File: config.mk
export PLATFORM = sky130hd
export DESIGN_NAME = usart_rx_fifo_register_block_unit
export DESIGN_NICKNAME = d
export VERILOG_FILES = /design/src/hw/rtl/ufrb_pkg.sv /design/src/hw/rtl/ufrb_fifo.sv /design/src/hw/rtl/ufrb_regs.sv /design/src/hw/rtl/usart_rx_fifo_register_block_unit.sv
export SDC_FILE = /design/constraint.sdc
export NUM_CORES = 2
export LEC_CHECK = 0
export ABC_CLOCK_PERIOD_IN_PS = 5100
export BUFFER_PORTS_ARGS = -buffer_cell sky130_fd_sc_hd__buf_4
export CAP_MARGIN = 10
export CORE_MARGIN = 8
export CORE_UTILIZATION = 44
export CTS_CLUSTER_DIAMETER = 100
export CTS_CLUSTER_SIZE = 28
export DETAILED_ROUTE_END_ITERATION = 8
export PLACE_DENSITY = 0.67
export SLEW_MARGIN = 20
export SYNTH_ARGS = -nofsm -noshare
export SYNTH_HDL_FRONTEND = slang
export SYNTH_SLANG_ARGS = --single-unit
File: constraint.sdc
create_clock -name clk -period 5.1 [get_ports clk]
set_clock_uncertainty 0.1 [all_clocks]
set_input_delay 0.51 -clock clk [delete_from_list [all_inputs] [get_ports clk]]
set_output_delay 0.51 -clock clk [all_outputs]
set_load 0.01 [all_outputs]
File: src/hw/rtl/ufrb_pkg.sv
// ----------------------------------------------------------------------------
// ufrb_pkg
// types, register map and sizing shared by the uart register block
// ----------------------------------------------------------------------------
`timescale 1ns / 1ps
`default_nettype none

package ufrb_pkg;

	// receive fifo sizing
	localparam int FIFO_DEPTH = 256;
	localparam int PTR_W      = (FIFO_DEPTH > 1) ? $clog2(FIFO_DEPTH) : 1;
	localparam int CNT_W      = $clog2(FIFO_DEPTH + 1);
	localparam int SUM_W      = CNT_W + 1;

	// item kinds
	localparam logic [1:0] KIND_READ  = 2'd0;
	localparam logic [1:0] KIND_WRITE = 2'd1;
	localparam logic [1:0] KIND_RX    = 2'd2;

	// word indexes of the register map
	localparam logic [3:0] REG_CTRL = 4'd0;
	localparam logic [3:0] REG_REQ  = 4'd6;
	localparam logic [3:0] REG_STAT = 4'd7;
	localparam logic [3:0] REG_CLR  = 4'd8;
	localparam logic [3:0] REG_RXD  = 4'd9;
	localparam logic [3:0] REG_TXD  = 4'd10;

	// control word bits
	localparam int CTRL_UE     = 0;
	localparam int CTRL_RE     = 2;
	localparam int CTRL_TE     = 3;
	localparam int CTRL_RXNEIE = 5;
	localparam int CTRL_TCIE   = 6;
	localparam int CTRL_TXEIE  = 7;

	// status word bits
	localparam int STAT_RXNE  = 5;
	localparam int STAT_TC    = 6;
	localparam int STAT_TXE   = 7;
	localparam int STAT_TEACK = 21;
	localparam int STAT_REACK = 22;

	// request word flush bit
	localparam int REQ_FLUSH = 3;

	typedef struct packed {
		logic [1:0]  kind;
		logic [3:0]  reg_index;
		logic [31:0] write_data;
		logic [7:0]  rx_byte;
	} req_item_t;

	typedef struct packed {
		logic [31:0] read_data;
		logic        irq_level;
		logic        tx_valid;
		logic [7:0]  tx_byte;
		logic        rx_dropped;
	} rsp_item_t;

	// fifo commands from the decoder
	typedef struct packed {
		logic       push;
		logic       pop;
		logic       flush;
		logic [7:0] push_byte;
	} fifo_ctl_t;

	// fifo fill status
	typedef struct packed {
		logic nonempty;
		logic full;
	} fifo_stat_t;

	// register file write port
	typedef struct packed {
		logic        en;
		logic [3:0]  idx;
		logic [31:0] data;
	} reg_wr_t;

endpackage

`default_nettype wire

File: src/hw/rtl/ufrb_fifo.sv
// ----------------------------------------------------------------------------
// ufrb_fifo
// receive byte fifo with registered read port and flush
// ----------------------------------------------------------------------------
`timescale 1ns / 1ps
`default_nettype none

module ufrb_fifo (
	input  wire logic                clk,
	input  wire logic                arst_n,
	input  wire ufrb_pkg::fifo_ctl_t ctl,
	output ufrb_pkg::fifo_stat_t     stat,
	output logic [7:0]               rd_byte
);

	logic [7:0]                   mem [ufrb_pkg::FIFO_DEPTH];
	logic [ufrb_pkg::PTR_W-1:0]   head_q;
	logic [ufrb_pkg::CNT_W-1:0]   fill_q;
	logic [ufrb_pkg::SUM_W-1:0]   tail_sum;
	logic [ufrb_pkg::PTR_W-1:0]   tail;
	logic [ufrb_pkg::PTR_W-1:0]   head_inc;
	logic [7:0]                   rd_byte_q;

	assign stat.nonempty = (fill_q != '0);
	assign stat.full     = (fill_q == ufrb_pkg::CNT_W'(ufrb_pkg::FIFO_DEPTH));

	// write position, wrapped once
	always_comb begin
		tail_sum = ufrb_pkg::SUM_W'(head_q) + ufrb_pkg::SUM_W'(fill_q);
		if (tail_sum >= ufrb_pkg::SUM_W'(ufrb_pkg::FIFO_DEPTH)) begin
			tail_sum = tail_sum - ufrb_pkg::SUM_W'(ufrb_pkg::FIFO_DEPTH);
		end
		tail = tail_sum[ufrb_pkg::PTR_W-1:0];
	end

	assign head_inc = (head_q == ufrb_pkg::PTR_W'(ufrb_pkg::FIFO_DEPTH - 1)) ?
		'0 : head_q + 1'b1;

	always_ff @(posedge clk or negedge arst_n) begin
		if (!arst_n) begin
			head_q <= '0;
			fill_q <= '0;
		end else if (ctl.flush) begin
			head_q <= '0;
			fill_q <= '0;
		end else if (ctl.pop) begin
			head_q <= head_inc;
			fill_q <= fill_q - 1'b1;
		end else if (ctl.push) begin
			fill_q <= fill_q + 1'b1;
		end
	end

	always_ff @(posedge clk) begin
		if (ctl.push) begin
			mem[tail] <= ctl.push_byte;
		end
		if (ctl.pop) begin
			rd_byte_q <= mem[head_q];
		end
	end

	assign rd_byte = rd_byte_q;

endmodule

`default_nettype wire

File: src/hw/rtl/ufrb_regs.sv
// ----------------------------------------------------------------------------
// ufrb_regs
// register file, computed status word and interrupt level
// ----------------------------------------------------------------------------
`timescale 1ns / 1ps
`default_nettype none

module ufrb_regs (
	input  wire logic              clk,
	input  wire logic              arst_n,
	input  wire ufrb_pkg::reg_wr_t wr,
	input  wire logic [3:0]        rd_idx,
	input  wire logic              fifo_nonempty,
	output logic [31:0]            rd_word,
	output logic                   irq
);

	logic [31:0] rf_q [16];
	logic [31:0] ctrl;
	logic [31:0] status;

	always_ff @(posedge clk or negedge arst_n) begin
		if (!arst_n) begin
			for (int i = 0; i < 16; i++) begin
				rf_q[i] <= '0;
			end
		end else if (wr.en) begin
			rf_q[wr.idx] <= wr.data;
		end
	end

	assign ctrl = rf_q[ufrb_pkg::REG_CTRL];

	always_comb begin
		status                       = '0;
		status[ufrb_pkg::STAT_TXE]   = 1'b1;
		status[ufrb_pkg::STAT_TC]    = 1'b1;
		status[ufrb_pkg::STAT_RXNE]  = fifo_nonempty;
		status[ufrb_pkg::STAT_TEACK] = ctrl[ufrb_pkg::CTRL_UE] & ctrl[ufrb_pkg::CTRL_TE];
		status[ufrb_pkg::STAT_REACK] = ctrl[ufrb_pkg::CTRL_UE] & ctrl[ufrb_pkg::CTRL_RE];
	end

	assign rd_word = (rd_idx == ufrb_pkg::REG_STAT) ? status : rf_q[rd_idx];

	assign irq = (ctrl[ufrb_pkg::CTRL_RXNEIE] & fifo_nonempty)
		| ctrl[ufrb_pkg::CTRL_TCIE] | ctrl[ufrb_pkg::CTRL_TXEIE];

endmodule

`default_nettype wire

File: src/hw/rtl/usart_rx_fifo_register_block_unit.sv
// ----------------------------------------------------------------------------
// usart_rx_fifo_register_block_unit
// uart register block with receive fifo, one bus access or serial byte per item
// ----------------------------------------------------------------------------
// The block takes one item per clock while req_stall is low: a bus read, a bus
// write or one byte from the serial line, and returns exactly one result item
// for each. An item is first held in the input register, then it is decoded,
// applied to the register file and the receive fifo, and lands in the result
// register. Throughput is one item per cycle while the result side keeps up;
// the pace is set by the result side, and the read data of the fifo memory is
// registered together with the result. The fifo memory needs no clearing
// after reset; the block accepts items right after reset is released.
`timescale 1ns / 1ps
`default_nettype none

module usart_rx_fifo_register_block_unit (
	input  wire logic                clk,
	input  wire logic                arst_n,
	// request channel
	input  wire logic                req_valid,
	output logic                     req_stall,
	input  wire ufrb_pkg::req_item_t req_item,
	// response channel
	output logic                     rsp_valid,
	input  wire logic                rsp_stall,
	output ufrb_pkg::rsp_item_t      rsp_item
);

	// stage 1: captured item
	logic                valid_s1;
	ufrb_pkg::req_item_t item_s1;

	// stage 2: result
	logic                valid_s2;
	logic                pop_s2;
	logic [31:0]         word_s2;
	logic                tx_valid_s2;
	logic [7:0]          tx_byte_s2;
	logic                drop_s2;

	logic                move_s2;
	logic                is_read;
	logic                is_write;
	logic                is_rx;
	logic                idx_rxd;
	logic                idx_store;

	ufrb_pkg::fifo_ctl_t  fifo_ctl;
	ufrb_pkg::fifo_stat_t fifo_stat;
	ufrb_pkg::reg_wr_t    reg_wr;
	logic [7:0]           fifo_rd_byte;
	logic [31:0]          rd_word;
	logic                 irq;

	// item moves from the input register into the result register
	assign move_s2   = valid_s1 & (~valid_s2 | ~rsp_stall);
	assign req_stall = valid_s1 & ~move_s2;

	always_ff @(posedge clk or negedge arst_n) begin
		if (!arst_n) begin
			valid_s1 <= 1'b0;
		end else if (req_valid && !req_stall) begin
			valid_s1 <= 1'b1;
		end else if (move_s2) begin
			valid_s1 <= 1'b0;
		end
	end

	always_ff @(posedge clk) begin
		if (req_valid && !req_stall) begin
			item_s1 <= req_item;
		end
	end

	// decode of the captured item
	assign is_read  = (item_s1.kind == ufrb_pkg::KIND_READ);
	assign is_write = (item_s1.kind == ufrb_pkg::KIND_WRITE);
	assign is_rx    = (item_s1.kind == ufrb_pkg::KIND_RX);
	assign idx_rxd  = (item_s1.reg_index == ufrb_pkg::REG_RXD);

	// request, status, clear, receive and transmit words keep nothing
	assign idx_store = (item_s1.reg_index != ufrb_pkg::REG_REQ)
		&& (item_s1.reg_index != ufrb_pkg::REG_STAT)
		&& (item_s1.reg_index != ufrb_pkg::REG_CLR)
		&& (item_s1.reg_index != ufrb_pkg::REG_RXD)
		&& (item_s1.reg_index != ufrb_pkg::REG_TXD);

	// fifo commands, only when the item really moves on
	always_comb begin
		fifo_ctl.pop       = move_s2 & is_read & idx_rxd & fifo_stat.nonempty;
		fifo_ctl.push      = move_s2 & is_rx & ~fifo_stat.full;
		fifo_ctl.flush     = move_s2 & is_write
			& (item_s1.reg_index == ufrb_pkg::REG_REQ)
			& item_s1.write_data[ufrb_pkg::REQ_FLUSH];
		fifo_ctl.push_byte = item_s1.rx_byte;
	end

	always_comb begin
		reg_wr.en   = move_s2 & is_write & idx_store;
		reg_wr.idx  = item_s1.reg_index;
		reg_wr.data = item_s1.write_data;
	end

	ufrb_fifo u_fifo (
		.clk     (clk),
		.arst_n  (arst_n),
		.ctl     (fifo_ctl),
		.stat    (fifo_stat),
		.rd_byte (fifo_rd_byte)
	);

	ufrb_regs u_regs (
		.clk           (clk),
		.arst_n        (arst_n),
		.wr            (reg_wr),
		.rd_idx        (item_s1.reg_index),
		.fifo_nonempty (fifo_stat.nonempty),
		.rd_word       (rd_word),
		.irq           (irq)
	);

	// result register
	always_ff @(posedge clk or negedge arst_n) begin
		if (!arst_n) begin
			valid_s2 <= 1'b0;
		end else if (move_s2) begin
			valid_s2 <= 1'b1;
		end else if (!rsp_stall) begin
			valid_s2 <= 1'b0;
		end
	end

	always_ff @(posedge clk) begin
		if (move_s2) begin
			pop_s2      <= fifo_ctl.pop;
			// plain register read; the receive word gets its byte from the fifo
			word_s2     <= (is_read && !idx_rxd) ? rd_word : '0;
			tx_valid_s2 <= is_write & (item_s1.reg_index == ufrb_pkg::REG_TXD);
			tx_byte_s2  <= (is_write && (item_s1.reg_index == ufrb_pkg::REG_TXD)) ?
				item_s1.write_data[7:0] : '0;
			drop_s2     <= is_rx & fifo_stat.full;
		end
	end

	// block state only changes when a result is loaded, so the interrupt
	// level seen now is the one left by the item in the result register
	always_comb begin
		rsp_item.read_data  = pop_s2 ? {24'd0, fifo_rd_byte} : word_s2;
		rsp_item.irq_level  = irq;
		rsp_item.tx_valid   = tx_valid_s2;
		rsp_item.tx_byte    = tx_byte_s2;
		rsp_item.rx_dropped = drop_s2;
	end

	assign rsp_valid = valid_s2;

endmodule

`default_nettype wire

## Yosys cells after proc, flatten, opt, wreduce, memory -nomap -nowiden

Memories as Yosys holds them, arrays and structs flattened. A register that Yosys moved wholly into a read port is not among the register bits.
Index checks and enable logic that the tools add are counted.

- Add/subtract/negate cells: 5
- Bitwise logic cells: 25
- Muxes and demuxes: 21
- Equality and inequality tests: 14
- Reductions and logical operators: 16
- Magnitude comparators: 3

Operators with widths:

| operator | number |
|---|---|
| $bwmux 512 | 1 |
| $bmux 32 s4 | 1 |
| $demux 32 s4 | 1 |
| $mux 32 | 4 |
| $mux 8 | 4 |
| $mux 9 | 3 |
| $mux 23 | 1 |
| $and 1x1->1 | 16 |
| $ne 4x4->1 const B | 3 |
| $add 8x9->10 | 1 |
| $ge 10x9->1 const B | 1 |
| $add 9x1->9 const B | 1 |
| $eq 9x9->1 const B | 1 |
| $reduce_bool 9->1 | 1 |
| $sub 9x1->9 const B | 1 |
| $add 8x1->8 const B | 1 |
| $eq 4x3->1 const B | 2 |
| $eq 4x4->1 const B | 2 |
| $eq 8x8->1 const B | 1 |
| $logic_and 1x1->1 | 8 |
| $ne 4x3->1 const B | 2 |
| $sub 8x1->8 const B | 1 |
| $mux 1 | 6 |
| $ge 5x5->1 const B | 1 |
| 12 further kinds | 20 |

- Memories: 1
- Flip-flop bits (word level): 620
- Memory bits (writable): 2048
- Output and inout bits: 45

Memories:

| memory | words | bits a word | rd ports | clocked after Yosys merged registers in | wr ports | RTL line | RTL |
|---|---|---|---|---|---|---|---|
| u_fifo.mem | 256 | 8 | 1 | 1 | 1 | ufrb_fifo.sv:16 | `logic [7:0] mem [ufrb_pkg::FIFO_DEPTH];` |

## Longest topological paths before layout

- Depth after elaboration: 8
- Mapped depth: 14
- Depth with buffers taken out: 11

## Hierarchy

From an unflattened synthesis, not the netlist that was laid out.

- Cell total of the unflattened synthesis: 5494
- Area, all modules: 106694.8 um2

Modules (own cells, without submodules):

| module | cells each | sequential area each (um2) | area each (um2) | instances |
|---|---|---|---|---|
| ufrb_fifo | 3789 | 62164.6 | 80767.5 | 1 |
| ufrb_regs | 1495 | 12011.5 | 22175.0 | 1 |
| usart_rx_fifo_register_block_unit | 210 | 2722.6 | 3752.3 | 1 |

## Worst setup path before layout

No wires, ideal clock.

- Path type: input port to flip-flop
- Start point: in rsp_stall
- End point: reg u_fifo.fill_q[8] (netlist bit)
- Required time: 4.923 ns
- Arrival time: 4.476 ns
- Path slack: 0.447 ns
- Stages on the path: 12
- Path through: a21bo_2 > inv_1 > and4_1 > clkbuf_1 > ha_1 > a21o_1 > a21oi_1 > o21bai_1 > a2111o_1 > and3b_1 > or2_2 > a21oi_1

RTL lines:

| element | RTL line | RTL |
|---|---|---|
| from (decl) | usart_rx_fifo_register_block_unit.sv:25 | `input wire logic rsp_stall,` |
| to (signal assigned) | ufrb_fifo.sv:48 | `fill_q <= fill_q - 1'b1;` |
| to (signal assigned) | ufrb_fifo.sv:50 | `fill_q <= fill_q + 1'b1;` |
| to (decl) | ufrb_fifo.sv:18 | `logic [ufrb_pkg::CNT_W-1:0] fill_q;` |

## Final worst setup path

- Start point: reg u_fifo.head_q[0] (netlist bit)
- End point: mem u_fifo.mem[123][4], enable pin

- Cells in the longest elaborated chain, start to end: 3
- Elaborated cells between the ends (all ways): 4
- Classes of those cells: add/sub (2); order compare (1); mux (1)

RTL lines:

| element | RTL line | RTL |
|---|---|---|
| from (decl) | ufrb_fifo.sv:17 | `logic [ufrb_pkg::PTR_W-1:0] head_q;` |
| from (signal assigned) | ufrb_fifo.sv:47 | `head_q <= head_inc;` |
| $add 8x9->10 (*) | ufrb_fifo.sv:29 | `tail_sum = ufrb_pkg::SUM_W'(head_q) + ufrb_pkg::SUM_W'(fill_q);` |
| $sub 8x1->8 or $ge 10x9->1 (tied branches) | ufrb_fifo.sv:31, ufrb_fifo.sv:30 |  |
| $mux 8 (*) | ufrb_fifo.sv:30 | `if (tail_sum >= ufrb_pkg::SUM_W'(ufrb_pkg::FIFO_DEPTH)) begin` |
| to (decl) | ufrb_fifo.sv:16 |  |

Every way passes the cells marked *; elsewhere a longest branch is shown, timed or not.

==> results_dict.tcl <==
set metrics [dict create \
    fmax_mhz 218.2 \
    p_per_area_nw_per_um2 389.6 \
    dpl.hpwl_mm 158.4 \
    ys_seq_area_share_pct 72.63 \
    syn_area_um2 106900 \
    maxCapViolations 0 \
    finalHoldViolCount 0 \
    post_drt_wl_per_cell_um 30.03 \
    die_h_um 508.9 \
    p_comb_share_pct 22.7 \
    outcome "finished, final reports clean" \
    holdCritPathClass "in2async" \
    grtUsageTotal_pct 20.18 \
    rows 181 \
    wl_met3_mm 20.58 \
    place.port_buffers 94 \
    rsz0062_at_grt "no" \
    grt_pass1_vias 55060 \
    synthCells 5529 \
    gr-total-overflow 0 \
    fin_util_pct 47.98 \
    timing.critical_path.from "u_fifo.head_q[0]" \
    switchingPower_mw 13.39 \
    chipWidth_um 508.9 \
    clkSinkCount 2673 \
    vias 54020 \
    maxSlewViolCount 0 \
    leakagePower_nw 39.07 \
    end_kind "register" \
    critPathMaxFanout 64 \
    cts_made_buffers 108 \
    antenna_left 0 \
    drt-met1-wl_mm 108.6 \
    reg2reg_depth 12 \
    required_ns 5.45 \
    postCtsSetupRepairBufs 0 \
    critPathLaunchType "register" \
    drt-total-wl_mm 265.5 \
    top_layer "met5" \
    worstReg2RegStart "u_fifo.head_q[0]" \
    cts_max_path_buffers 3 \
    vias_per_cell 6.110 \
    antenna_found_initial 10 \
    async_flop_share_pct 19.75 \
    io_pins 95 \
    core-area_um2 242300 \
    synth.ff_latch_count 2673 \
    drt_iter0_markers 6808 \
    firstDrtPassIters 7 \
    pwr-share-clk_pct 23.3 \
    grt_start_max_net_pins 179 \
    synth_edf_count 2145 \
    worst_pin_slew_ns 1.293 \
    dieArea_um2 258900 \
    drcViolationCount 0 \
    sequentialPowerShare_pct 54.0 \
    relSlewSlack_pct 13.78 \
    hold_slack_ns 0.2140 \
    setup_tns_ns 0 \
    synth_cell_types 75 \
    synth.avg_cell_area_um2 19.33 \
    clk_latency_ns 0.82 \
    yosys_most_used_dff "edfxtp_1" \
    critPathKind "reg2reg" \
    initial_core_util_pct 44.11 \
    syn2layout_area_growth_pct 8.787 \
    wl_met2_mm 126.3 \
    arrival_ns 4.93 \
    period_needed_ns 4.583 \
    root_buffer "clkbuf_16" \
    finalNetCount 5646 \
    swShare_pct 29.56 \
    place.gp.congestion 0.8672 \
    cts_tree "done" \
    p_int_mw 31.91 \
    finalCritPeriodShare_pct 89.85 \
    syn_nets 5596 \
    grt_first_pass_wirelength_mm 388.5 \
    htree_levels 3 \
    setup_violations 0 \
    clk_pin_slew_ns 0.12 \
    peakVddDrop_mv 0.6397 \
    drive_gt1_share_pct 29.54 \
    ys_warn_count 0 \
]
metrics by stage:
step | power [mW] | std cells | worst slack, ns | cell area [um^2]
2_1_floorplan | 31.52 | 5529 | 0.4466 | 106900
3_3_place_gp | 35.01 | 8621 | 0.6600 | 112600
3_5_place_dp | 35.16 | 8621 | 0.6155 | 112600
4_1_cts | 45.51 | 8839 | 0.6062 | 116200
5_1_grt | 46.70 | 8841 | 0.2728 | 116300
6_report | 45.30 | 8842 | 0.5175 | 116300
flip-flops by register name, indices dropped and copies added (netlist names):
signal	cells
valid_s1	1
u_fifo.rd_byte	8
u_fifo.head_q	8
tx_valid_s2	1
item_s1	38
u_regs.rf_q	477
fifo_ctl	8
tx_byte_s2	8
pop_s2	1
word_s2	32
drop_s2	1
u_fifo.fill_q	9
u_regs.ctrl	32
u_fifo.mem	2048
rsp_valid	1
power groups by stage:
| stage | clock network (mW) | logic [mW] | registers, mW |
|---|---|---|---|
| global placement | 0 | 10.1 | 24.9 |
| CTS | 10.8 | 10.3 | 24.4 |
| floorplan | 0 | 6.56 | 25.0 |
| finish | 10.6 | 10.3 | 24.4 |
| detailed placement | 0 | 10.2 | 24.9 |
| global route | 11.5 | 10.7 | 24.5 |
synthesized netlist by cell type (15+ instances only):
library cell | number | share of area, %
edfxtp_1 | 2145 | 60
mux4_2 | 593 | 12
dfrtp_1 | 528 | 12
clkbuf_1 | 389 | 1.4
mux2_2 | 371 | 3.9
mux2i_1 | 199 | 1.9
nor4_1 | 168 | 0.98
nor3_1 | 126 | 0.59
nand2_1 | 103 | 0.36
a21oi_1 | 75 | 0.35
nor2b_1 | 71 | 0.42
buf_2 | 70 | 0.33
a221oi_1 | 67 | 0.55
a22oi_1 | 66 | 0.46
o21ai_0 | 63 | 0.30
nor2_1 | 55 | 0.19
buf_6 | 38 | 0.40
buf_1 | 30 | 0.11
o22ai_1 | 29 | 0.17
buf_4 | 25 | 0.18
nand3_1 | 25 | 0.12
o31ai_1 | 19 | 0.13
a211oi_1 | 17 | 0.12
a221o_1 | 16 | 0.15
nand2b_1 | 16 | 0.094
a31oi_1 | 15 | 0.088
ha_1 | 15 | 0.18
placed cells by master (no fill, tap or decap), types with 17 or more instances in the layout:
master         instances
buf_12                32
nor2b_1               67
mux4_2               593
a211oi_1              17
clkbuf_1              43
a21oi_1               75
edfxtp_1            2145
mux2_2               371
nor4_2                69
mux2i_1              199
dfrtp_1              523
nor4_1                98
nor2_1                49
nor3_1               121
buf_4                419
nand2_1               93
a221oi_1              67
clkbuf_16            109
nand3_1               24
o22ai_1               29
a22oi_1               66
o21ai_0               63
dlygate4sd3_1         50
o31ai_1               19
critical path, cell delays in order, from the launching register on:
cell	delay [ns]
dfrtp_4	0.51
ha_1	0.20
inv_1	0.06
fa_1	0.43
nor2b_1	0.13
o21ai_0	0.10
a21boi_0	0.30
o21ai_0	0.16
nor3b_1	0.17
buf_4	0.18
or2_4	0.46
buf_12	0.32
nor4_2	0.98
kinds of logic (layout without fill, tap and decap cells):
family	count (synthesis)	after routing	synth area share, %
xor+xnor	16	16	0.1311
flops	2673	2673	72.63
buf+inv	578	686	2.586
compound gates	444	444	2.927
other cells	0	3	0
fa+ha+maj	17	17	0.2131
mux	1165	1165	18.32
simple gates	636	636	3.199
per-layer routing:
metal / vias to the layer above / GRT usage [%]
li1: 22320 / -
met1: 28770 / 28.51
met2: 2486 / 32.40
met3: 435 / 3.131
met4: 12 / 6.621
met5: - / 0
worst paths after layout:
check,slack [ns],end
worst max-delay path,0.52,u_fifo.mem[123][4]
worst min-delay path,0.21,u_regs.ctrl[5]
worst max register to register,0.52,u_fifo.mem[123][4]
worst min register to register,0.28,u_regs.rf_q[241]
max in group asynchronous,3.46,u_regs.rf_q[364]
min in group clk,0.28,u_regs.rf_q[241]
area by class of cell:
cell class / count / area, um^2
timing repair buffer: 502 / 4302
fill: 19740 / 126000
clock inverter: 16 / 221.5
tap: 3202 / 4006
multi-input combinational: 2278 / 27140
sequential: 2673 / 77640
inverter: 16 / 62.56
antenna: 3 / 7.507
clock buffer: 152 / 2889
what timing repair did:
item | in CTS | in global routing
hold endpoints to repair | 138 | 0
gates resized for setup | 0 | 0
hold buffers | 50 | 0
endpoints found under the setup margin | 0 | 0
Note: power is estimated with default switching activity, not from simulation.
